## src/rtl/rlc_pkg.sv

```systemverilog
// Types, constants and the keyword rule table of the response line classifier.
package rlc_pkg;

    localparam int LINE_MAX = 63;
    localparam int DEPTH    = 63;
    localparam int ADDR_W   = 6;

    localparam logic [7:0] CHAR_CR = 8'h0d;
    localparam logic [7:0] CHAR_LF = 8'h0a;
    localparam logic [7:0] CHAR_NUL = 8'h00;

    typedef logic [ADDR_W-1:0] t_pos;
    typedef logic [3:0]        t_code;
    typedef logic [3:0]        t_rule;

    localparam t_code CODE_OK       = 4'd0;
    localparam t_code CODE_ERROR    = 4'd1;
    localparam t_code CODE_DEBUG    = 4'd2;
    localparam t_code CODE_IPADDR   = 4'd3;
    localparam t_code CODE_AP       = 4'd4;
    localparam t_code CODE_MODE     = 4'd5;
    localparam t_code CODE_TIME     = 4'd6;
    localparam t_code CODE_WEATHER  = 4'd7;
    localparam t_code CODE_FIRMWARE = 4'd8;
    localparam t_code CODE_CMD      = 4'd9;
    localparam t_code CODE_UNSPEC   = 4'd10;

    localparam t_rule RULE_DOT      = 4'd0;
    localparam t_rule RULE_OK       = 4'd1;
    localparam t_rule RULE_ERROR    = 4'd2;
    localparam t_rule RULE_DEBUG    = 4'd3;
    localparam t_rule RULE_IPADDR   = 4'd4;
    localparam t_rule RULE_AP       = 4'd5;
    localparam t_rule RULE_MODE     = 4'd6;
    localparam t_rule RULE_TIME     = 4'd7;
    localparam t_rule RULE_WEATHER  = 4'd8;
    localparam t_rule RULE_FIRMWARE = 4'd9;
    localparam t_rule RULE_CMD      = 4'd10;
    localparam t_rule RULE_AP_FLAG  = 4'd11;

    // Keyword text is right-justified: the first character sits highest.
    typedef struct packed {
        logic [79:0] text;
        logic [3:0]  start;
        logic [3:0]  len;
        logic        exact;
        t_code       code;
        logic        has_payload;
    } t_rule_info;

    typedef struct packed {
        logic       fits;
        logic       char_eq;
        logic       at_end;
        t_pos       end_pos;
        t_pos       start_pos;
        t_code      code;
        logic       has_payload;
    } t_match;

    typedef struct packed {
        t_code      line_code;
        logic       mode_is_ap;
        logic [7:0] payload_byte;
        logic       payload_valid;
        logic       last_of_line;
    } t_result;

    function automatic t_rule_info rule_info(t_rule r);
        t_rule_info ri;
        ri.text        = '0;
        ri.start       = 4'd0;
        ri.len         = 4'd1;
        ri.exact       = 1'b0;
        ri.code        = CODE_UNSPEC;
        ri.has_payload = 1'b0;
        case (r)
            RULE_DOT: begin
                ri.text = 80'("."); ri.len = 4'd1; ri.exact = 1'b1; ri.code = CODE_OK;
            end
            RULE_OK: begin
                ri.text = 80'("OK"); ri.len = 4'd2; ri.code = CODE_OK;
            end
            RULE_ERROR: begin
                ri.text = 80'("ERROR"); ri.len = 4'd5; ri.code = CODE_ERROR;
            end
            RULE_DEBUG: begin
                ri.text = 80'("- "); ri.len = 4'd2; ri.code = CODE_DEBUG;
            end
            RULE_IPADDR: begin
                ri.text = 80'("IPADDRESS "); ri.len = 4'd10; ri.code = CODE_IPADDR;
                ri.has_payload = 1'b1;
            end
            RULE_AP: begin
                ri.text = 80'("AP "); ri.len = 4'd3; ri.code = CODE_AP;
                ri.has_payload = 1'b1;
            end
            RULE_MODE: begin
                ri.text = 80'("MODE "); ri.len = 4'd5; ri.code = CODE_MODE;
            end
            RULE_TIME: begin
                ri.text = 80'("TIME "); ri.len = 4'd5; ri.code = CODE_TIME;
                ri.has_payload = 1'b1;
            end
            RULE_WEATHER: begin
                ri.text = 80'("WEATHER "); ri.len = 4'd8; ri.code = CODE_WEATHER;
                ri.has_payload = 1'b1;
            end
            RULE_FIRMWARE: begin
                ri.text = 80'("FIRMWARE "); ri.len = 4'd9; ri.code = CODE_FIRMWARE;
                ri.has_payload = 1'b1;
            end
            RULE_CMD: begin
                ri.text = 80'("CMD "); ri.len = 4'd4; ri.code = CODE_CMD;
                ri.has_payload = 1'b1;
            end
            RULE_AP_FLAG: begin
                ri.text = 80'("ap"); ri.start = 4'd5; ri.len = 4'd2; ri.code = CODE_MODE;
            end
            default: begin
                ri.exact = 1'b1;
            end
        endcase
        return ri;
    endfunction

endpackage

```

## src/rtl/rlc_line_ram.sv

```systemverilog
// Line store: one write port for incoming bytes, one registered read port.
module rlc_line_ram (
    input  logic              i_clk,
    input  logic              i_wr_en,
    input  rlc_pkg::t_pos     i_wr_addr,
    input  logic [7:0]        i_wr_data,
    input  rlc_pkg::t_pos     i_rd_addr,
    output logic [7:0]        o_rd_data
);
    import rlc_pkg::*;

    logic [7:0] r_mem [0:DEPTH-1];
    logic [7:0] r_rd_data;

    always_ff @(posedge i_clk) begin
        if (i_wr_en) begin
            r_mem[i_wr_addr] <= i_wr_data;
        end
        r_rd_data <= r_mem[i_rd_addr];
    end

    assign o_rd_data = r_rd_data;

endmodule

```

## src/rtl/rlc_match.sv

```systemverilog
// Shared keyword compare unit: rule lookup, length check and one byte compare.
module rlc_match (
    input  rlc_pkg::t_rule    i_rule,
    input  rlc_pkg::t_pos     i_pos,
    input  logic [7:0]        i_rd_data,
    input  rlc_pkg::t_pos     i_text_len,
    output rlc_pkg::t_match   o_match
);
    import rlc_pkg::*;

    t_rule_info info;
    t_pos       end_pos;
    t_pos       start_pos;
    logic [3:0] k;
    logic [3:0] idx;
    logic [6:0] sh;

    always_comb begin
        info      = rule_info(i_rule);
        start_pos = {2'b00, info.start};
        end_pos   = start_pos + {2'b00, info.len};
        k         = 4'(i_pos - start_pos);
        idx       = info.len - 4'd1 - k;
        sh        = {idx, 3'b000};

        o_match.fits        = info.exact ? (i_text_len == 6'd1) : (end_pos <= i_text_len);
        o_match.char_eq     = (i_rd_data == info.text[sh +: 8]);
        o_match.at_end      = (i_pos == end_pos - 6'd1);
        o_match.end_pos     = end_pos;
        o_match.start_pos   = start_pos;
        o_match.code        = info.code;
        o_match.has_payload = info.has_payload;
    end

endmodule

```

## src/rtl/rlc_out_reg.sv

```systemverilog
// Result output register with valid and stall.
module rlc_out_reg (
    input  logic              i_clk,
    input  logic              i_rst_n,
    input  logic              i_load,
    input  rlc_pkg::t_result  i_result,
    output logic              o_can_load,
    input  logic              i_stall,
    output logic              o_valid,
    output rlc_pkg::t_result  o_result
);
    import rlc_pkg::*;

    logic    r_valid;
    logic    n_valid;
    t_result r_result;

    assign o_can_load = !r_valid || !i_stall;

    always_comb begin
        n_valid = r_valid;
        if (o_can_load) begin
            n_valid = i_load;
        end
    end

    always_ff @(posedge i_clk) begin
        if (!i_rst_n) begin
            r_valid <= 1'b0;
        end else begin
            r_valid <= n_valid;
        end
        if (i_load && o_can_load) begin
            r_result <= i_result;
        end
    end

    assign o_valid  = r_valid;
    assign o_result = r_result;

endmodule

```

## src/rtl/rlc_seq.sv

```systemverilog
// Line intake and classification sequencer driving the shared compare unit.
module rlc_seq (
    input  logic              i_clk,
    input  logic              i_rst_n,
    input  logic              i_rx_valid,
    output logic              o_rx_stall,
    input  logic [7:0]        i_rx_byte,
    output logic              o_wr_en,
    output rlc_pkg::t_pos     o_wr_addr,
    output logic [7:0]        o_wr_data,
    output rlc_pkg::t_pos     o_rd_addr,
    input  logic [7:0]        i_rd_data,
    input  logic              i_can_load,
    output logic              o_load,
    output rlc_pkg::t_result  o_result
);
    import rlc_pkg::*;

    typedef enum logic [5:0] {
        S_IDLE    = 6'b000001,
        S_CHECK   = 6'b000010,
        S_RD      = 6'b000100,
        S_CMP     = 6'b001000,
        S_EMIT_RD = 6'b010000,
        S_EMIT    = 6'b100000
    } t_state;

    t_state r_state, n_state;
    t_pos   r_len, n_len;
    t_pos   r_text_len, n_text_len;
    logic   r_zero_seen, n_zero_seen;
    t_pos   r_scan_len, n_scan_len;
    t_rule  r_rule, n_rule;
    t_pos   r_pos, n_pos;
    t_code  r_code, n_code;
    logic   r_has_pl, n_has_pl;
    logic   r_ap, n_ap;
    t_match m;
    logic   accept;
    logic   go_emit;
    t_pos   em_start;
    logic   em_hp;
    logic   rule_fail;
    logic   rule_pass;

    rlc_match u_match (
        .i_rule     (r_rule),
        .i_pos      (r_pos),
        .i_rd_data  (i_rd_data),
        .i_text_len (r_scan_len),
        .o_match    (m)
    );

    assign o_rx_stall = (r_state != S_IDLE);
    assign accept     = i_rx_valid && (r_state == S_IDLE);
    assign o_wr_addr  = r_len;
    assign o_wr_data  = i_rx_byte;
    assign o_wr_en    = accept && (i_rx_byte != CHAR_CR) && (i_rx_byte != CHAR_LF)
                        && (r_len < t_pos'(LINE_MAX));
    assign o_rd_addr  = r_pos;

    always_comb begin
        n_state     = r_state;
        n_len       = r_len;
        n_text_len  = r_text_len;
        n_zero_seen = r_zero_seen;
        n_scan_len  = r_scan_len;
        n_rule      = r_rule;
        n_pos       = r_pos;
        n_code      = r_code;
        n_has_pl    = r_has_pl;
        n_ap        = r_ap;
        go_emit     = 1'b0;
        em_start    = '0;
        em_hp       = 1'b0;
        rule_fail   = 1'b0;
        rule_pass   = 1'b0;
        o_load      = 1'b0;

        o_result.line_code     = r_code;
        o_result.mode_is_ap    = r_has_pl ? 1'b0 : r_ap;
        o_result.payload_byte  = r_has_pl ? i_rd_data : 8'h00;
        o_result.payload_valid = r_has_pl;
        o_result.last_of_line  = r_has_pl ? (r_pos == r_scan_len - 6'd1) : 1'b1;

        case (r_state)
            S_IDLE: begin
                if (accept && (i_rx_byte == CHAR_LF)) begin
                    n_len       = '0;
                    n_text_len  = '0;
                    n_zero_seen = 1'b0;
                    if (r_len != '0) begin
                        n_scan_len = r_text_len;
                        n_rule     = RULE_DOT;
                        n_code     = CODE_UNSPEC;
                        n_has_pl   = 1'b0;
                        n_ap       = 1'b0;
                        n_state    = S_CHECK;
                    end
                end else if (o_wr_en) begin
                    n_len = r_len + 6'd1;
                    if (!r_zero_seen) begin
                        if (i_rx_byte == CHAR_NUL) begin
                            n_zero_seen = 1'b1;
                        end else begin
                            n_text_len = r_text_len + 6'd1;
                        end
                    end
                end
            end
            S_CHECK: begin
                if (m.fits) begin
                    n_pos   = m.start_pos;
                    n_state = S_RD;
                end else begin
                    rule_fail = 1'b1;
                end
            end
            S_RD: begin
                n_state = S_CMP;
            end
            S_CMP: begin
                if (!m.char_eq) begin
                    rule_fail = 1'b1;
                end else if (m.at_end) begin
                    rule_pass = 1'b1;
                end else begin
                    n_pos   = r_pos + 6'd1;
                    n_state = S_RD;
                end
            end
            S_EMIT_RD: begin
                n_state = S_EMIT;
            end
            S_EMIT: begin
                if (i_can_load) begin
                    o_load = 1'b1;
                    if (o_result.last_of_line) begin
                        n_state = S_IDLE;
                    end else begin
                        n_pos   = r_pos + 6'd1;
                        n_state = S_EMIT_RD;
                    end
                end
            end
            default: begin
                n_state = S_IDLE;
            end
        endcase

        if (rule_fail) begin
            if (r_rule == RULE_AP_FLAG) begin
                n_ap    = 1'b0;
                go_emit = 1'b1;
            end else if (r_rule == RULE_CMD) begin
                n_code  = CODE_UNSPEC;
                go_emit = 1'b1;
            end else begin
                n_rule  = r_rule + 4'd1;
                n_state = S_CHECK;
            end
        end

        if (rule_pass) begin
            if (r_rule == RULE_AP_FLAG) begin
                n_ap    = 1'b1;
                go_emit = 1'b1;
            end else if (r_rule == RULE_MODE) begin
                n_code  = m.code;
                n_rule  = RULE_AP_FLAG;
                n_state = S_CHECK;
            end else begin
                n_code   = m.code;
                em_start = m.end_pos;
                em_hp    = m.has_payload;
                go_emit  = 1'b1;
            end
        end

        if (go_emit) begin
            n_pos    = em_start;
            n_has_pl = em_hp && (em_start < r_scan_len);
            n_state  = S_EMIT_RD;
        end
    end

    always_ff @(posedge i_clk) begin
        if (!i_rst_n) begin
            r_state     <= S_IDLE;
            r_len       <= '0;
            r_text_len  <= '0;
            r_zero_seen <= 1'b0;
        end else begin
            r_state     <= n_state;
            r_len       <= n_len;
            r_text_len  <= n_text_len;
            r_zero_seen <= n_zero_seen;
        end
        r_scan_len <= n_scan_len;
        r_rule     <= n_rule;
        r_pos      <= n_pos;
        r_code     <= n_code;
        r_has_pl   <= n_has_pl;
        r_ap       <= n_ap;
    end

endmodule

```

## src/rtl/response_line_classifier.sv

```systemverilog
// Top level of the response line classifier.
//
//   channel  direction  handshake              payload
//   rx       in         i_rx_valid/o_rx_stall  i_rx_byte
//   res      out        o_res_valid/i_res_stall o_line_code, o_mode_is_ap, o_payload_byte,
//                                              o_payload_valid, o_last_of_line
//
// Bytes other than CR and LF are written to the line store up to 63 bytes per line.
// A line feed ending a non-empty line starts the sequencer: each keyword rule takes a
// length check, then per compared character a read on the registered port of the line
// store and a compare on the shared unit; each result then takes a read and an emit step.
// Reset clears the line length and the output valid; the line store is not cleared.
// The rx side is stalled while a line is classified or emitted; a stalled result
// holds the sequencer, and bytes are taken while the last result still waits.
module response_line_classifier (
    input  logic        i_clk,
    input  logic        i_rst_n,
    input  logic        i_rx_valid,
    output logic        o_rx_stall,
    input  logic [7:0]  i_rx_byte,
    output logic        o_res_valid,
    input  logic        i_res_stall,
    output logic [3:0]  o_line_code,
    output logic        o_mode_is_ap,
    output logic [7:0]  o_payload_byte,
    output logic        o_payload_valid,
    output logic        o_last_of_line
);
    import rlc_pkg::*;

    logic       wr_en;
    t_pos       wr_addr;
    logic [7:0] wr_data;
    t_pos       rd_addr;
    logic [7:0] rd_data;
    logic       can_load;
    logic       load;
    t_result    seq_result;
    t_result    out_result;

    rlc_line_ram u_ram (
        .i_clk     (i_clk),
        .i_wr_en   (wr_en),
        .i_wr_addr (wr_addr),
        .i_wr_data (wr_data),
        .i_rd_addr (rd_addr),
        .o_rd_data (rd_data)
    );

    rlc_seq u_seq (
        .i_clk      (i_clk),
        .i_rst_n    (i_rst_n),
        .i_rx_valid (i_rx_valid),
        .o_rx_stall (o_rx_stall),
        .i_rx_byte  (i_rx_byte),
        .o_wr_en    (wr_en),
        .o_wr_addr  (wr_addr),
        .o_wr_data  (wr_data),
        .o_rd_addr  (rd_addr),
        .i_rd_data  (rd_data),
        .i_can_load (can_load),
        .o_load     (load),
        .o_result   (seq_result)
    );

    rlc_out_reg u_out (
        .i_clk      (i_clk),
        .i_rst_n    (i_rst_n),
        .i_load     (load),
        .i_result   (seq_result),
        .o_can_load (can_load),
        .i_stall    (i_res_stall),
        .o_valid    (o_res_valid),
        .o_result   (out_result)
    );

    assign o_line_code     = out_result.line_code;
    assign o_mode_is_ap    = out_result.mode_is_ap;
    assign o_payload_byte  = out_result.payload_byte;
    assign o_payload_valid = out_result.payload_valid;
    assign o_last_of_line  = out_result.last_of_line;

endmodule

```

## config.mk

```make
export PLATFORM = sky130hd
export DESIGN_NAME = response_line_classifier
export DESIGN_NICKNAME = d
export VERILOG_FILES = /design/src/rtl/rlc_pkg.sv /design/src/rtl/rlc_line_ram.sv /design/src/rtl/rlc_match.sv /design/src/rtl/rlc_out_reg.sv /design/src/rtl/rlc_seq.sv /design/src/rtl/response_line_classifier.sv
export SDC_FILE = /design/constraint.sdc
export NUM_CORES = 1
export LEC_CHECK = 0
export BUFFER_PORTS_ARGS = -buffer_cell sky130_fd_sc_hd__buf_2
export CORE_MARGIN = 2
export CORE_UTILIZATION = 47
export DETAILED_ROUTE_END_ITERATION = 10
export GPL_TIMING_DRIVEN = 0
export PLACE_DENSITY_LB_ADDON = 0.3
export SYNTH_ARGS = -nofsm -noshare
export SYNTH_HDL_FRONTEND = slang
export SYNTH_SLANG_ARGS = --single-unit
export TNS_END_PERCENT = 30
```

## constraint.sdc

```tcl
create_clock -name i_clk -period 10.35 [get_ports i_clk]
set_input_delay 0.5175 -clock i_clk [delete_from_list [all_inputs] [get_ports i_clk]]
set_output_delay 0.5175 -clock i_clk [all_outputs]
set_load 0.02 [all_outputs]
```

==> results of run 1 <==
-- cell families after synthesis --
family / Yosys count / synth area share
buffers and inverters: 118 / 0.0205
DFF: 569 / 0.688
xor gates and xnor gates: 38 / 0.0146
muxes: 170 / 0.150
AOI/OAI and AO/OA: 167 / 0.0466
and+or+nand+nor: 322 / 0.0647
adders and majority gates: 28 / 0.0153
-- through the flow --
stage	power (µW)	utilization
detailed placement	2800	0.494
global placement	2800	0.494
finish	4780	0.530
CTS	4800	0.530
global route	4910	0.530
floorplan	2710	-
-- registers in the layout, indices dropped and copies added, names as in the netlist, 4 cells and up --
register,flops
u_out.o_result,15
u_ram.o_rd_data,8
u_ram.r_mem,504
u_seq.o_rd_addr,6
u_seq.o_wr_addr,6
u_seq.r_code,4
u_seq.r_rule,4
u_seq.r_scan_len,6
u_seq.r_state,6
u_seq.r_text_len,6
-- Yosys cell counts, types with 3 or more instances --
library cell | instances | area [µm²]
sky130_fd_sc_hd__ha_1 | 25 | 313
sky130_fd_sc_hd__buf_2 | 17 | 85.1
sky130_fd_sc_hd__inv_1 | 35 | 131
sky130_fd_sc_hd__and3_1 | 9 | 56.3
sky130_fd_sc_hd__xnor2_1 | 21 | 184
sky130_fd_sc_hd__or3_1 | 9 | 56.3
sky130_fd_sc_hd__dfxtp_1 | 37 | 741
sky130_fd_sc_hd__buf_6 | 4 | 45.0
sky130_fd_sc_hd__nand4_1 | 5 | 31.3
sky130_fd_sc_hd__edfxtp_1 | 532 | 16000
sky130_fd_sc_hd__a21oi_1 | 40 | 200
sky130_fd_sc_hd__o22ai_1 | 5 | 31.3
sky130_fd_sc_hd__and3b_1 | 3 | 26.3
sky130_fd_sc_hd__o211a_1 | 3 | 30.0
sky130_fd_sc_hd__o21ai_1 | 6 | 30.0
sky130_fd_sc_hd__mux2i_1 | 13 | 130
sky130_fd_sc_hd__o21a_1 | 3 | 22.5
sky130_fd_sc_hd__and2_1 | 10 | 62.6
sky130_fd_sc_hd__buf_1 | 18 | 67.6
sky130_fd_sc_hd__mux4_2 | 156 | 3510
sky130_fd_sc_hd__fa_1 | 3 | 60.1
sky130_fd_sc_hd__nand3b_1 | 8 | 60.1
sky130_fd_sc_hd__nor2b_1 | 15 | 93.8
sky130_fd_sc_hd__o211ai_1 | 4 | 30.0
sky130_fd_sc_hd__o31ai_1 | 5 | 37.5
sky130_fd_sc_hd__or2_2 | 4 | 25.0
sky130_fd_sc_hd__a211o_1 | 3 | 26.3
sky130_fd_sc_hd__nor2_1 | 115 | 432
sky130_fd_sc_hd__a21o_1 | 8 | 60.1
sky130_fd_sc_hd__o32ai_1 | 5 | 43.8
sky130_fd_sc_hd__nand2b_1 | 10 | 62.6
sky130_fd_sc_hd__nor4_1 | 8 | 50.1
sky130_fd_sc_hd__clkbuf_1 | 41 | 154
sky130_fd_sc_hd__nand2_1 | 64 | 240
sky130_fd_sc_hd__xor2_1 | 15 | 131
sky130_fd_sc_hd__a211oi_1 | 15 | 113
sky130_fd_sc_hd__o21ai_0 | 33 | 165
sky130_fd_sc_hd__nor3_1 | 21 | 105
sky130_fd_sc_hd__nand3_1 | 24 | 120
sky130_fd_sc_hd__a31oi_1 | 8 | 50.1
-- per-layer routing --
| metal | GRT usage | wire [µm] |
|---|---|---|
| met4 | 0.0595 | 1480 |
| met3 | 0.0344 | 3800 |
| met5 | 0 | 0 |
| met1 | 0.299 | 23100 |
| met2 | 0.363 | 28600 |
-- worst min-delay path, delay by kind of cell --
kind,cells,cell delay (ns)
simple gates,1,0.06
compound gates,1,0.06
buf+inv,1,0.12
-- worst max-delay path by stage --
stage	from	end	slack [ns]
3_5_place_dp	u_seq.o_rd_addr[1]	u_seq.r_has_pl	3.07
6_report	u_seq.o_rd_addr[1]	u_seq.r_has_pl	3.10
4_1_cts	u_seq.o_rd_addr[1]	u_seq.r_has_pl	3.05
3_3_place_gp	u_seq.o_rd_addr[1]	u_seq.r_has_pl	3.09
5_1_grt	u_seq.o_rd_addr[1]	u_seq.r_has_pl	2.46
2_1_floorplan	u_seq.r_rule[0]	u_seq.r_has_pl	4.61
-- report_power, final --
| part | switching (µW) | internal, µW |
|---|---|---|
| sequential | 5.35 | 2520 |
| clock | 865 | 1160 |
| combinational | 160 | 67.7 |
| total | 1030 | 3750 |
-- cell type report --
class / count / area [µm²]
Fill cell: 4029 / 24100
Sequential cell: 569 / 16700
Multi-Input combinational cell: 725 / 7090
Clock buffer: 77 / 1560
Tap cell: 680 / 851
Buffer: 81 / 359
Clock inverter: 28 / 270
Timing Repair Buffer: 29 / 155
Inverter: 37 / 139
==> results.md, run 1 <==
- The final number of hold-violating endpoints is 0.
- The maximum net fanout on the critical path is 10.
- The worst hold path terminates at u_out.o_valid.
- Pin placement for this block handled 29 I/O pins.
- The max-slew headroom at the worst pin is 0.0624.
- The post-synth design cell area is 24300 µm².
- Setup slack closes at 3.10 ns.
- The number of iterations in the first detailed-routing pass is 5.
- The share of async-settable or async-resettable flops after synthesis is 0.
- The path class of the tightest hold or removal check is in -> reg.
- The largest single stage delay on the critical path is 0.64 ns.
- In this run the post-CTS setup repair buffer count came out at 0.
- VDD sags by at most 0.121 mV.
- The critical path is of the reg -> reg type.
- After the last flow step, the layout net total stands at 1539.
- The area of the core region is 51200 µm².
- The hold slack is 0.202 ns.
- The share of the Yosys chip area taken by registers is 0.688.
- The cell count after synthesis is 1412.
- The global routing usage summed across all routing layers is 0.218.
- Setup total negative slack on the finished layout was measured at 0 ns.
- The leading cell type in the layout, fill and taps excluded is sky130_fd_sc_hd__edfxtp_1.
- Leaving out fill and tap cells, the most frequent cells in the layout are sky130_fd_sc_hd__edfxtp_1 (532), sky130_fd_sc_hd__mux4_2 (156), sky130_fd_sc_hd__nor2_1 (115).
- The post-cts sizing count is 0.
- The run finished with clean final reports.
- The via density per instance is 6.00.
- The highest clock frequency the design can meet is 138 MHz.
- The fraction of the cycle the final worst path needs is 0.700.
- The endpoint of the lowest-slack register-to-register path is u_seq.r_has_pl.
- The kind of end point of the critical path is a flip-flop.
- In the final routed layout, each cell accounts on average for 25.6 µm.
- After detailed placement, the design holds a cell count of 2121.
- The die boundary width is 231 µm.
- Summing over every cut layer, the via total after detailed routing is 13400.
- The worst register-to-register path begins at u_seq.o_rd_addr[1].
- After clock tree synthesis, the flow added hold-fix buffers numbering 0.
- The area enclosed by the die boundary is 53500 µm².
- Power spread over the standard cell area amounts to 176 nW/µm².
- For this run, the leading register cell type out of synthesis is sky130_fd_sc_hd__edfxtp_1.
- Counting both buffers and inverters, the worst setup path holds a total of 7.
- Across the routed clock network, the largest skew measured is 0.0223 ns.
- The post-synth net total is 1452.
- Of the cells placed in the final design, the portion with a size suffix greater than 1 is 0.202.
- The startpoint identified for the worst hold timing path is i_res_stall.
- The clock sink total is 569.
- The clock transition at the register clock pins on the worst setup and hold paths after CTS is 0.06 ns.
- The count of flip-flops with a built-in enable after synthesis is 532.
- The required time of the critical path is 10.81 ns.
- The area growth from synthesis to layout is 11.7%.
- The number of warning messages in the yosys log is 0.
- The die height is 231 µm.
- The shortest clock period the worst path allows after layout is 7.25 ns.
- The post-synthesis register bit count is 569.
- Once layout is complete, the cells apart from fillers number 2226.
- The detail route stage leaves a number of antenna-violating nets equal to 0.
- The number of endpoints failing setup at the final stage is 0.
- The standby leakage power is 0.00893 µW.
- The total count of max-transition violations in the final report is 0.
- TritonCTS built the clock tree.
- The number of I/O port buffers is 28.
- The number of cells on the critical path is 25.
- Once placement finished, the instance area stood at 25300 µm².
- For this run the aggregate overflow at the end of global routing stands at 0.
- The half-perimeter wire length after detailed placement is 37300 µm.
- The number of H-tree levels is 2.
- The cell chosen for the clock root is sky130_fd_sc_hd__clkbuf_16.
- At the end of routability-driven placement, the weighted congestion stood at 0.884.
- The worst path arrival time is 7.71 ns.
- Counting distinct cell types in the post-synthesis netlist gives 83.
- The worst hold path was traced through 3 stages.
- The initial core utilization is 0.475.
- The number of antenna diodes in the final layout is 0.
- The worst-case setup slack after placement is 3.07 ns.
- TritonCTS created 56 clock buffers.
- Across the run, the number of max-cap violations was 0.
- The number of antenna violations at the first check in global routing came to 1.
- At the pin with the least slew margin, the transition time is 1.41 ns.
- Counting along the longest clock path gives a buffer depth of 3.
- The first-pass GRT wire length is 85800 µm.
- The insertion delay to the later sink of the worst-skew pair is 0.61 ns.
- For this run, design rule violations remaining after detail routing come to 0.
- Setup repair after global routing left no endpoint under its margin.
- The slowest stage of the critical path belongs to the cell sky130_fd_sc_hd__buf_1.
- The kind of cell with the highest combined delay along the critical path is buffers and inverters.
- The row count is 83.
- The via count of the first global-routing pass is 13300.
- Entering global routing, the biggest net connects 67 pins.
- The number of cells on the worst reg-to-reg path is 25.
- After the first detailed-routing iteration, the DRC count stood at 1387.
- In this run the mean area of a mapped cell was 17.2 µm².
- The sort of element at the start of the critical path is a flip-flop.
- The register-to-register path setup slack is 3.10 ns.
- The routed design has 57000 µm of wire.
- The cell area after layout is 27100 µm².
Power figures use the tool's default switching activity.
==> run 2, diff against run 1 <==
- clock period: 10.35 -> 7.25 ns (I/O delays scaled with it)
==> run 2 against run 1 <==
Effect of this change:
- combinational power increased by 44%
- die area unchanged
- clock skew down 0.0029 ns
- largest power group unchanged
- flip-flop and latch count did not move
- cell count barely moved
- setup slack worse by 2.5 ns
- clock power is 43% higher
- non-clock buffer count unchanged
- register-to-register slack got worse by 2.5 ns
- routed wire length down 0.23%
- utilization about the same
- sequential share of layout area shrank 0.054 points
==> results.md, run 2 (same netlist as run 1, synthesis figures left out) <==
- The post-detailed-route count of antenna-violating nets was 0 (unchanged).
- The row count was 83 (unchanged).
- The final number of hold-violating endpoints was 0 (unchanged).
- The multi-input gate area in the final layout was 7100 µm² (+0.18%).
- The number of endpoints failing setup at the final stage is 0 (unchanged).
- The number of H-tree levels is 2 (unchanged).
- The most frequent cell on the critical path is sky130_fd_sc_hd__inv_1.
- The number of primary I/O pins came to 29 (unchanged).
- The area enclosed by the die boundary came to 53500 µm² (unchanged).
- The insertion delay to the later sink of the worst-skew pair is 0.61 ns (about the same).
- In the layout the commonest cells are sky130_fd_sc_hd__edfxtp_1 (532), sky130_fd_sc_hd__mux4_2 (156), sky130_fd_sc_hd__nor2_1 (115).
- The post-detailed-route DRC marker count is 0 (unchanged).
- The peak supply drop came to 0.172 mV (+43%).
- The via density per instance was 6.00 (about the same).
- The proportion of layout cells with a drive suffix above 1 is 0.205 (+0.00323).
- The total count of max-transition violations in the final report is 0 (unchanged).
- The clock transition at the register clock pins on the worst setup and hold paths after CTS is 0.06 ns (about the same).
- The maximum count of clock buffers along a single path is 3 (unchanged).
- The area growth from synthesis to layout is 11.8% (about the same).
- The number of fillers in the final layout was 4027 (-0.050%).
- The required time of the critical path is 7.72 ns (-3.09 ns).
- The final global-route overflow total is 0 (unchanged).
- The count of placed standard cells including taps is 2121 (unchanged).
- The clock sink total is 569 (unchanged).
- The vias after detailed routing was 13400 (+0.037%).
- The worst path arrival time is 7.07 ns (-0.64 ns).
- The highest clock frequency the design can meet is 151 MHz (+9.7%).
- The number of I/O port buffers came to 28 (unchanged).
- The standby leakage power is 0.00895 µW (+0.24%).
- The via count of the first global-routing pass is 13300 (unchanged).
- The TritonCTS buffer count was 56 (unchanged).
- The half-perimeter wire length after detailed placement is 37300 µm (unchanged).
- Setup repair after global routing left no endpoint under its margin.
- TritonCTS built the clock tree.
- The stage delay of the slowest cell on the critical path was 0.77 ns (+0.13 ns).
- The fraction of the cycle the final worst path needs is 0.911 (+0.211).
- The type of the most critical hold path is in -> reg.
- The slew at the pin closest to its max-slew limit was 1.39 ns (-0.0142 ns).
- The number of iterations in the first detailed-routing pass is 5 (unchanged).
- Counting flops per register, the top entry is u_ram.r_mem.
- The sort of element at the start of the critical path is a flip-flop.
- The number of violations of the max-capacitance limit was 0 (unchanged).
- The total length of routed wires is 56800 µm (-0.23%).
- The post-route non-filler standard cell count is 2227 (+0.045%).
- STA classifies the critical path endpoint as a flip-flop.
- The area of all sequential standard cells came to 16700 µm² (unchanged).
- The number of design-rule violations left by the first detailed-router iteration came to 1314 (-5.3%).
- The kind of critical path is reg -> reg.
- On the critical path, the stage with the largest delay is an instance of sky130_fd_sc_hd__fa_1.
- The areal power density over the cells is 251 nW/µm² (+43%).
- The number of antenna violations at the first check in global routing came to 1 (unchanged).
- The number of nets in the layout is 1539 (unchanged).
- The flip-flop count of the largest register, all copies and words added came to 504 (unchanged).
- The final routed wire length divided by cell count is 25.5 µm (-0.28%).
- The run finished with clean final reports.
- The utilization of the core after routing is 0.531 (about the same).
- The first-pass GRT wire length came to 85800 µm (unchanged).
- The global routing usage summed across all routing layers was 0.218 (unchanged).
- Leaving out fill and tap cells, the most frequent cell in the layout is sky130_fd_sc_hd__edfxtp_1.
- The final setup skew is 0.0194 ns (-0.00287 ns).
- The maximum net fanout on the critical path was 10 (unchanged).
- The shortest clock period the worst path allows after layout is 6.61 ns (-0.640 ns).
- Clock tree synthesis selected as its root buffer the cell sky130_fd_sc_hd__clkbuf_16.
- The die height is 231 µm (unchanged).
- The pin count of the biggest net entering global routing is 67 (unchanged).
- The die boundary width came to 231 µm (unchanged).
- The max-slew headroom at the worst pin is 0.0719 (+0.00949).
- The area of the core region is 51200 µm² (unchanged).
- The initial core utilization came to 0.475 (unchanged).
- The final weighted congestion in routability-driven placement is 0.884 (unchanged).
## run 2: cell count changes in the layout (fill, tap and decap cells not counted)
cell                       change
sky130_fd_sc_hd__buf_1         -1
sky130_fd_sc_hd__buf_2         +1
sky130_fd_sc_hd__buf_4         +2
sky130_fd_sc_hd__clkbuf_1      -2
sky130_fd_sc_hd__diode_2       +1
sky130_fd_sc_hd__nor3_1        -1
sky130_fd_sc_hd__nor3_2        +1
sky130_fd_sc_hd__xnor2_1       -1
sky130_fd_sc_hd__xnor2_2       +1
## run 2: what timing repair did
action                                  4_1_cts  5_1_grt
gates resized for setup                       1        2
pin swaps                                     0        1
hold buffers                                  0        0
buffers inserted                              0        2
endpoints found under the setup margin        1        1
## run 2: worst paths after layout
check | start | endpoint | slack (ns) | depth (start not counted)
worst max-delay path | u_seq.r_rule[0] | u_seq.r_has_pl | 0.64 | 29
worst min register to register | u_seq.r_code[0] | u_out.o_result[11] | 0.46 | 0
worst min-delay path | i_res_stall | u_out.o_valid | 0.04 | 3
worst max register to register | u_seq.r_rule[0] | u_seq.r_has_pl | 0.64 | 29
## run 2: stage by stage
stage | setup slack, ns | hold slack (ns) | TNS (ns) | cell area (µm²) | power [µW]
final | 0.644 | 0.0434 | 0 | 27200 | 6820
after global routing | 0.0486 | 0.0677 | 0 | 27200 | 7010
after CTS | 0.193 | 0.0166 | 0 | 27100 | 6860
after detailed placement | -0.0283 | 0.447 | -0.0283 | 25300 | 4000
after global placement | -0.00787 | 0.448 | -0.00787 | 25300 | 3990
after floorplan | 1.51 | 0.423 | 0 | 24300 | 3880
## run 2: report_power, final
group	switching (µW)	leakage, µW	internal [µW]	total, µW
Sequential	7.62	0.00509	3600	3610
Combinational	229	0.00296	98.4	327
Clock	1230	0.000897	1650	2880
Total	1470	0.00895	5350	6820
## run 2: area by class of cell
class / instances / share of cell area
antenna: 1 / 0.0000921
multi-input combinational: 725 / 0.261
inverter: 37 / 0.00511
buffer: 79 / 0.0130
tap: 680 / 0.0313
timing repair buffer: 31 / 0.00626
sequential: 569 / 0.615
clock inverter: 28 / 0.00995
clock buffer: 77 / 0.0574
## run 2: layer usage
layer | part of all wire | vias to the layer above | track usage
met3 | 0.066 | 106 | 0.0344
li1 | - | 5804 | -
met4 | 0.026 | 0 | 0.0595
met5 | 0 | - | 0
met2 | 0.50 | 514 | 0.363
met1 | 0.41 | 6932 | 0.299
## run 2: worst max-delay path, delay by kind of cell, from the launching register on
kind | cells | cell delay (ns)
AO/OA/AOI/OAI | 9 | 1.86
adder cells (fa/ha/maj) | 5 | 1.84
AND/OR/NAND/NOR | 7 | 1.12
buffers and inverters | 7 | 1.00
flip-flops | 1 | 0.36
XOR/XNOR | 1 | 0.24
==> run 3, diff against run 2 <==
- GPL_TIMING_DRIVEN: 0 -> not set
- RECOVER_POWER: not set -> 25
==> run 3 against run 2 <==
Effect of this change:
- the run now ends with capacitance limit, slew limit left
- critical path depth fell by 1
- flip-flop and latch count did not move
- die area did not move
- clock power fell by 3%
- clock skew fell by 0.0085 ns
- utilization fell by 0.56 points
- sequential power barely moved
- critical path type unchanged
- largest power group unchanged
==> results.md, run 3 (same netlist as run 1, synthesis figures left out) <==
- The kind of critical path is reg -> reg.
- The final reports fail on capacitance limit, slew limit.
- Counting stages on the worst path, the most repeated cell is sky130_fd_sc_hd__inv_1.
- The slew at the pin closest to its max-slew limit is 3.13 ns (+1.73 ns).
- The post-route worst setup slack is 0.644 ns (+0.000284 ns).
- The fraction of the cycle the final worst path needs came to 0.911 (about the same).
- The max-slew headroom at the worst pin was -1.08 (-1.16).
- The buffering stage count on the worst path with inverters included is 4 (-3).
- The number of design-rule violations left by the first detailed-router iteration is 1281 (-2.5%).
- The areal power density over the cells came to 250 nW/µm² (-0.33%).
- The number of iterations in the first detailed-routing pass is 5 (unchanged).
- The global routing usage summed across all routing layers is 0.208 (-0.00977).
- The net switching power is 1470 µW (about the same).
- The half-perimeter wire length after detailed placement came to 33200 µm (-11%).
- The post-cts sizing count is 0 (-1).
- The multi-input gate area in the final layout is 7090 µm² (-0.18%).
- The largest individual stage delay along the critical path comes from the cell sky130_fd_sc_hd__a311oi_4.
- The number of primary I/O pins is 29 (unchanged).
- Leaving out fill and tap cells, the most frequent cells in the layout are sky130_fd_sc_hd__edfxtp_1 (532), sky130_fd_sc_hd__mux4_2 (156), sky130_fd_sc_hd__nor2_1 (115).
- The final global-route overflow total came to 0 (unchanged).
- From synthesis to final layout, the design area changed by 10.6%.
- The post-route setup TNS was 0 ns (unchanged).
- The via count of the first global-routing pass is 12900 (-3.1%).
- The standby leakage power came to 0.00881 µW (-1.5%).
- The final setup skew came to 0.0109 ns (-0.00852 ns).
- The TritonCTS buffer count was 57 (+1.8%).
- The number of endpoints failing setup at the final stage is 0 (unchanged).
- The register share of total power is 0.537 (+0.008).
- The highest clock frequency the design can meet was 151 MHz (about the same).
- The required time of the critical path came to 7.72 ns (about the same).
- The total count of max-transition violations in the final report is 394 (+394).
- The vias after detailed routing is 12800 (-4.2%).
- The number of antenna violations at the first check in global routing is 0 (-1).
- The maximum count of clock buffers along a single path is 3 (unchanged).
- The number of fillers in the final layout came to 4108 (+2.0%).
- The stage delay of the slowest cell on the critical path was 0.47 ns (-0.30 ns).
- The post-detailed-route DRC marker count is 0 (unchanged).
- The total length of routed wires is 54500 µm (-4.2%).
- The first-pass GRT wire length is 82200 µm (-4.2%).
- The kind of cell with the highest combined delay along the critical path is compound AO/OA/AOI/OAI gates.
- The clock transition at the register clock pins on the worst setup and hold paths after CTS is 0.07 ns (about the same).
- The shortest clock period the worst path allows after layout is 6.61 ns (-0.000284 ns).
- The final number of hold-violating endpoints came to 0 (unchanged).
- The number of nets in the layout is 1482 (-3.7%).
- The switching part of the total is 0.219 (+0.00306).
- The number of I/O port buffers is 28 (unchanged).
- The sort of element at the start of the critical path is a flip-flop.
- The combinational fraction of design power was 0.048 (about the same).
- The peak supply drop is 0.228 mV (+32%).
- The power share of the clock group came to 0.415 (-0.008).
- The die height is 231 µm (unchanged).
- The post-cts hold buffer count is 0 (unchanged).
- The area enclosed by the die boundary is 53500 µm² (unchanged).
- The die boundary width is 231 µm (unchanged).
- The number of violations of the max-capacitance limit was 6 (+6).
- The worst path arrival time was 7.07 ns (about the same).
- The clock sink total is 569 (unchanged).
- The type of the most critical hold path is in -> reg.
- Setup repair after global routing left no endpoint under its margin.
- The worst-case setup slack after placement is 0.756 ns (+0.785 ns).
- The area of all sequential standard cells was 16700 µm² (unchanged).
- The pin count of the biggest net entering global routing is 135 (+100%).
- The final routed wire length divided by cell count is 25.1 µm (-1.7%).
- The area of the core region came to 51200 µm² (unchanged).
- The antenna diode instance count was 0 (-1).
- The cell chosen for the clock root is sky130_fd_sc_hd__clkbuf_16.
- TritonCTS built the clock tree.
- The initial core utilization is 0.475 (unchanged).
- The proportion of layout cells with a drive suffix above 1 came to 0.202 (-0.00303).
- The insertion delay to the later sink of the worst-skew pair was 0.61 ns (about the same).
- The final total power is 6730 µW (-1.4%).
- The library cell used most frequently in the layout, excluding fill and tap cells, is sky130_fd_sc_hd__edfxtp_1.
- The post-detailed-route count of antenna-violating nets was 0 (unchanged).
- The register-to-register path setup slack is 0.64 ns (about the same).
- The row count came to 83 (unchanged).
- The number of H-tree levels is 2 (unchanged).
- The most flop-heavy register is u_ram.r_mem.
- The kind of end point of the critical path is a flip-flop.
- The via density per instance is 5.90 (-1.7%).
- The maximum net fanout on the critical path came to 11 (+1).
- The number of buffers added for setup after CTS is 0 (unchanged).
- The flip-flop count of the largest register, all copies and words added is 504 (unchanged).
- The internal power summed over all cells is 5260 µW (-1.8%).
- The final weighted congestion in routability-driven placement came to 0.906 (+2.5%).
- The run finished, with violations left.
## run 3: final timing paths
check                        from                  to  cells after the start
hold / removal        i_res_stall       u_out.o_valid                      3
setup / recovery  u_seq.r_rule[0]      u_seq.r_has_pl                     28
hold reg to reg   u_seq.r_code[3]  u_out.o_result[14]                      0
setup reg to reg  u_seq.r_rule[0]      u_seq.r_has_pl                     28
## run 3: power by group through the flow
stage | logic (µW) | registers [µW] | clock network [µW]
floorplan | 200 | 3680 | 0
global placement | 316 | 3680 | 0
detailed placement | 321 | 3680 | 0
CTS | 322 | 3610 | 2830
global route | 356 | 3620 | 2960
finish | 323 | 3620 | 2790
## run 3: final cells by class
type                            instances  area share
Multi-Input combinational cell        725       0.264
Tap cell                              680      0.0317
Inverter                               37     0.00517
Sequential cell                       569       0.622
Clock inverter                         31     0.00796
Timing Repair Buffer                   52      0.0115
Clock buffer                           76      0.0580
## run 3: worst min-delay path: stages
cell,delay (ns)
sky130_fd_sc_hd__buf_2,0.11
sky130_fd_sc_hd__nand2_1,0.06
sky130_fd_sc_hd__a21oi_1,0.06
## run 3: per-layer routing
| metal | up-vias | part of all wire | wire, µm | global-route usage |
|---|---|---|---|---|
| li1 | 5699 | - | - | - |
| met1 | 6612 | 0.42 | 23000 | 0.284 |
| met2 | 401 | 0.50 | 27200 | 0.349 |
| met3 | 86 | 0.053 | 2890 | 0.0311 |
| met4 | 0 | 0.025 | 1340 | 0.0601 |
| met5 | - | 0 | 0 | 0 |
## run 3: stage by stage
stage,utilization,area [µm²],std cells,hold slack [ns]
CTS,0.525,26900,2170,0.00914
floorplan,-,24300,1412,0.423
global placement,0.491,25100,2063,0.448
finish,0.525,26900,2170,0.0449
detailed placement,0.491,25100,2063,0.451
global route,0.525,26900,2170,0.0486
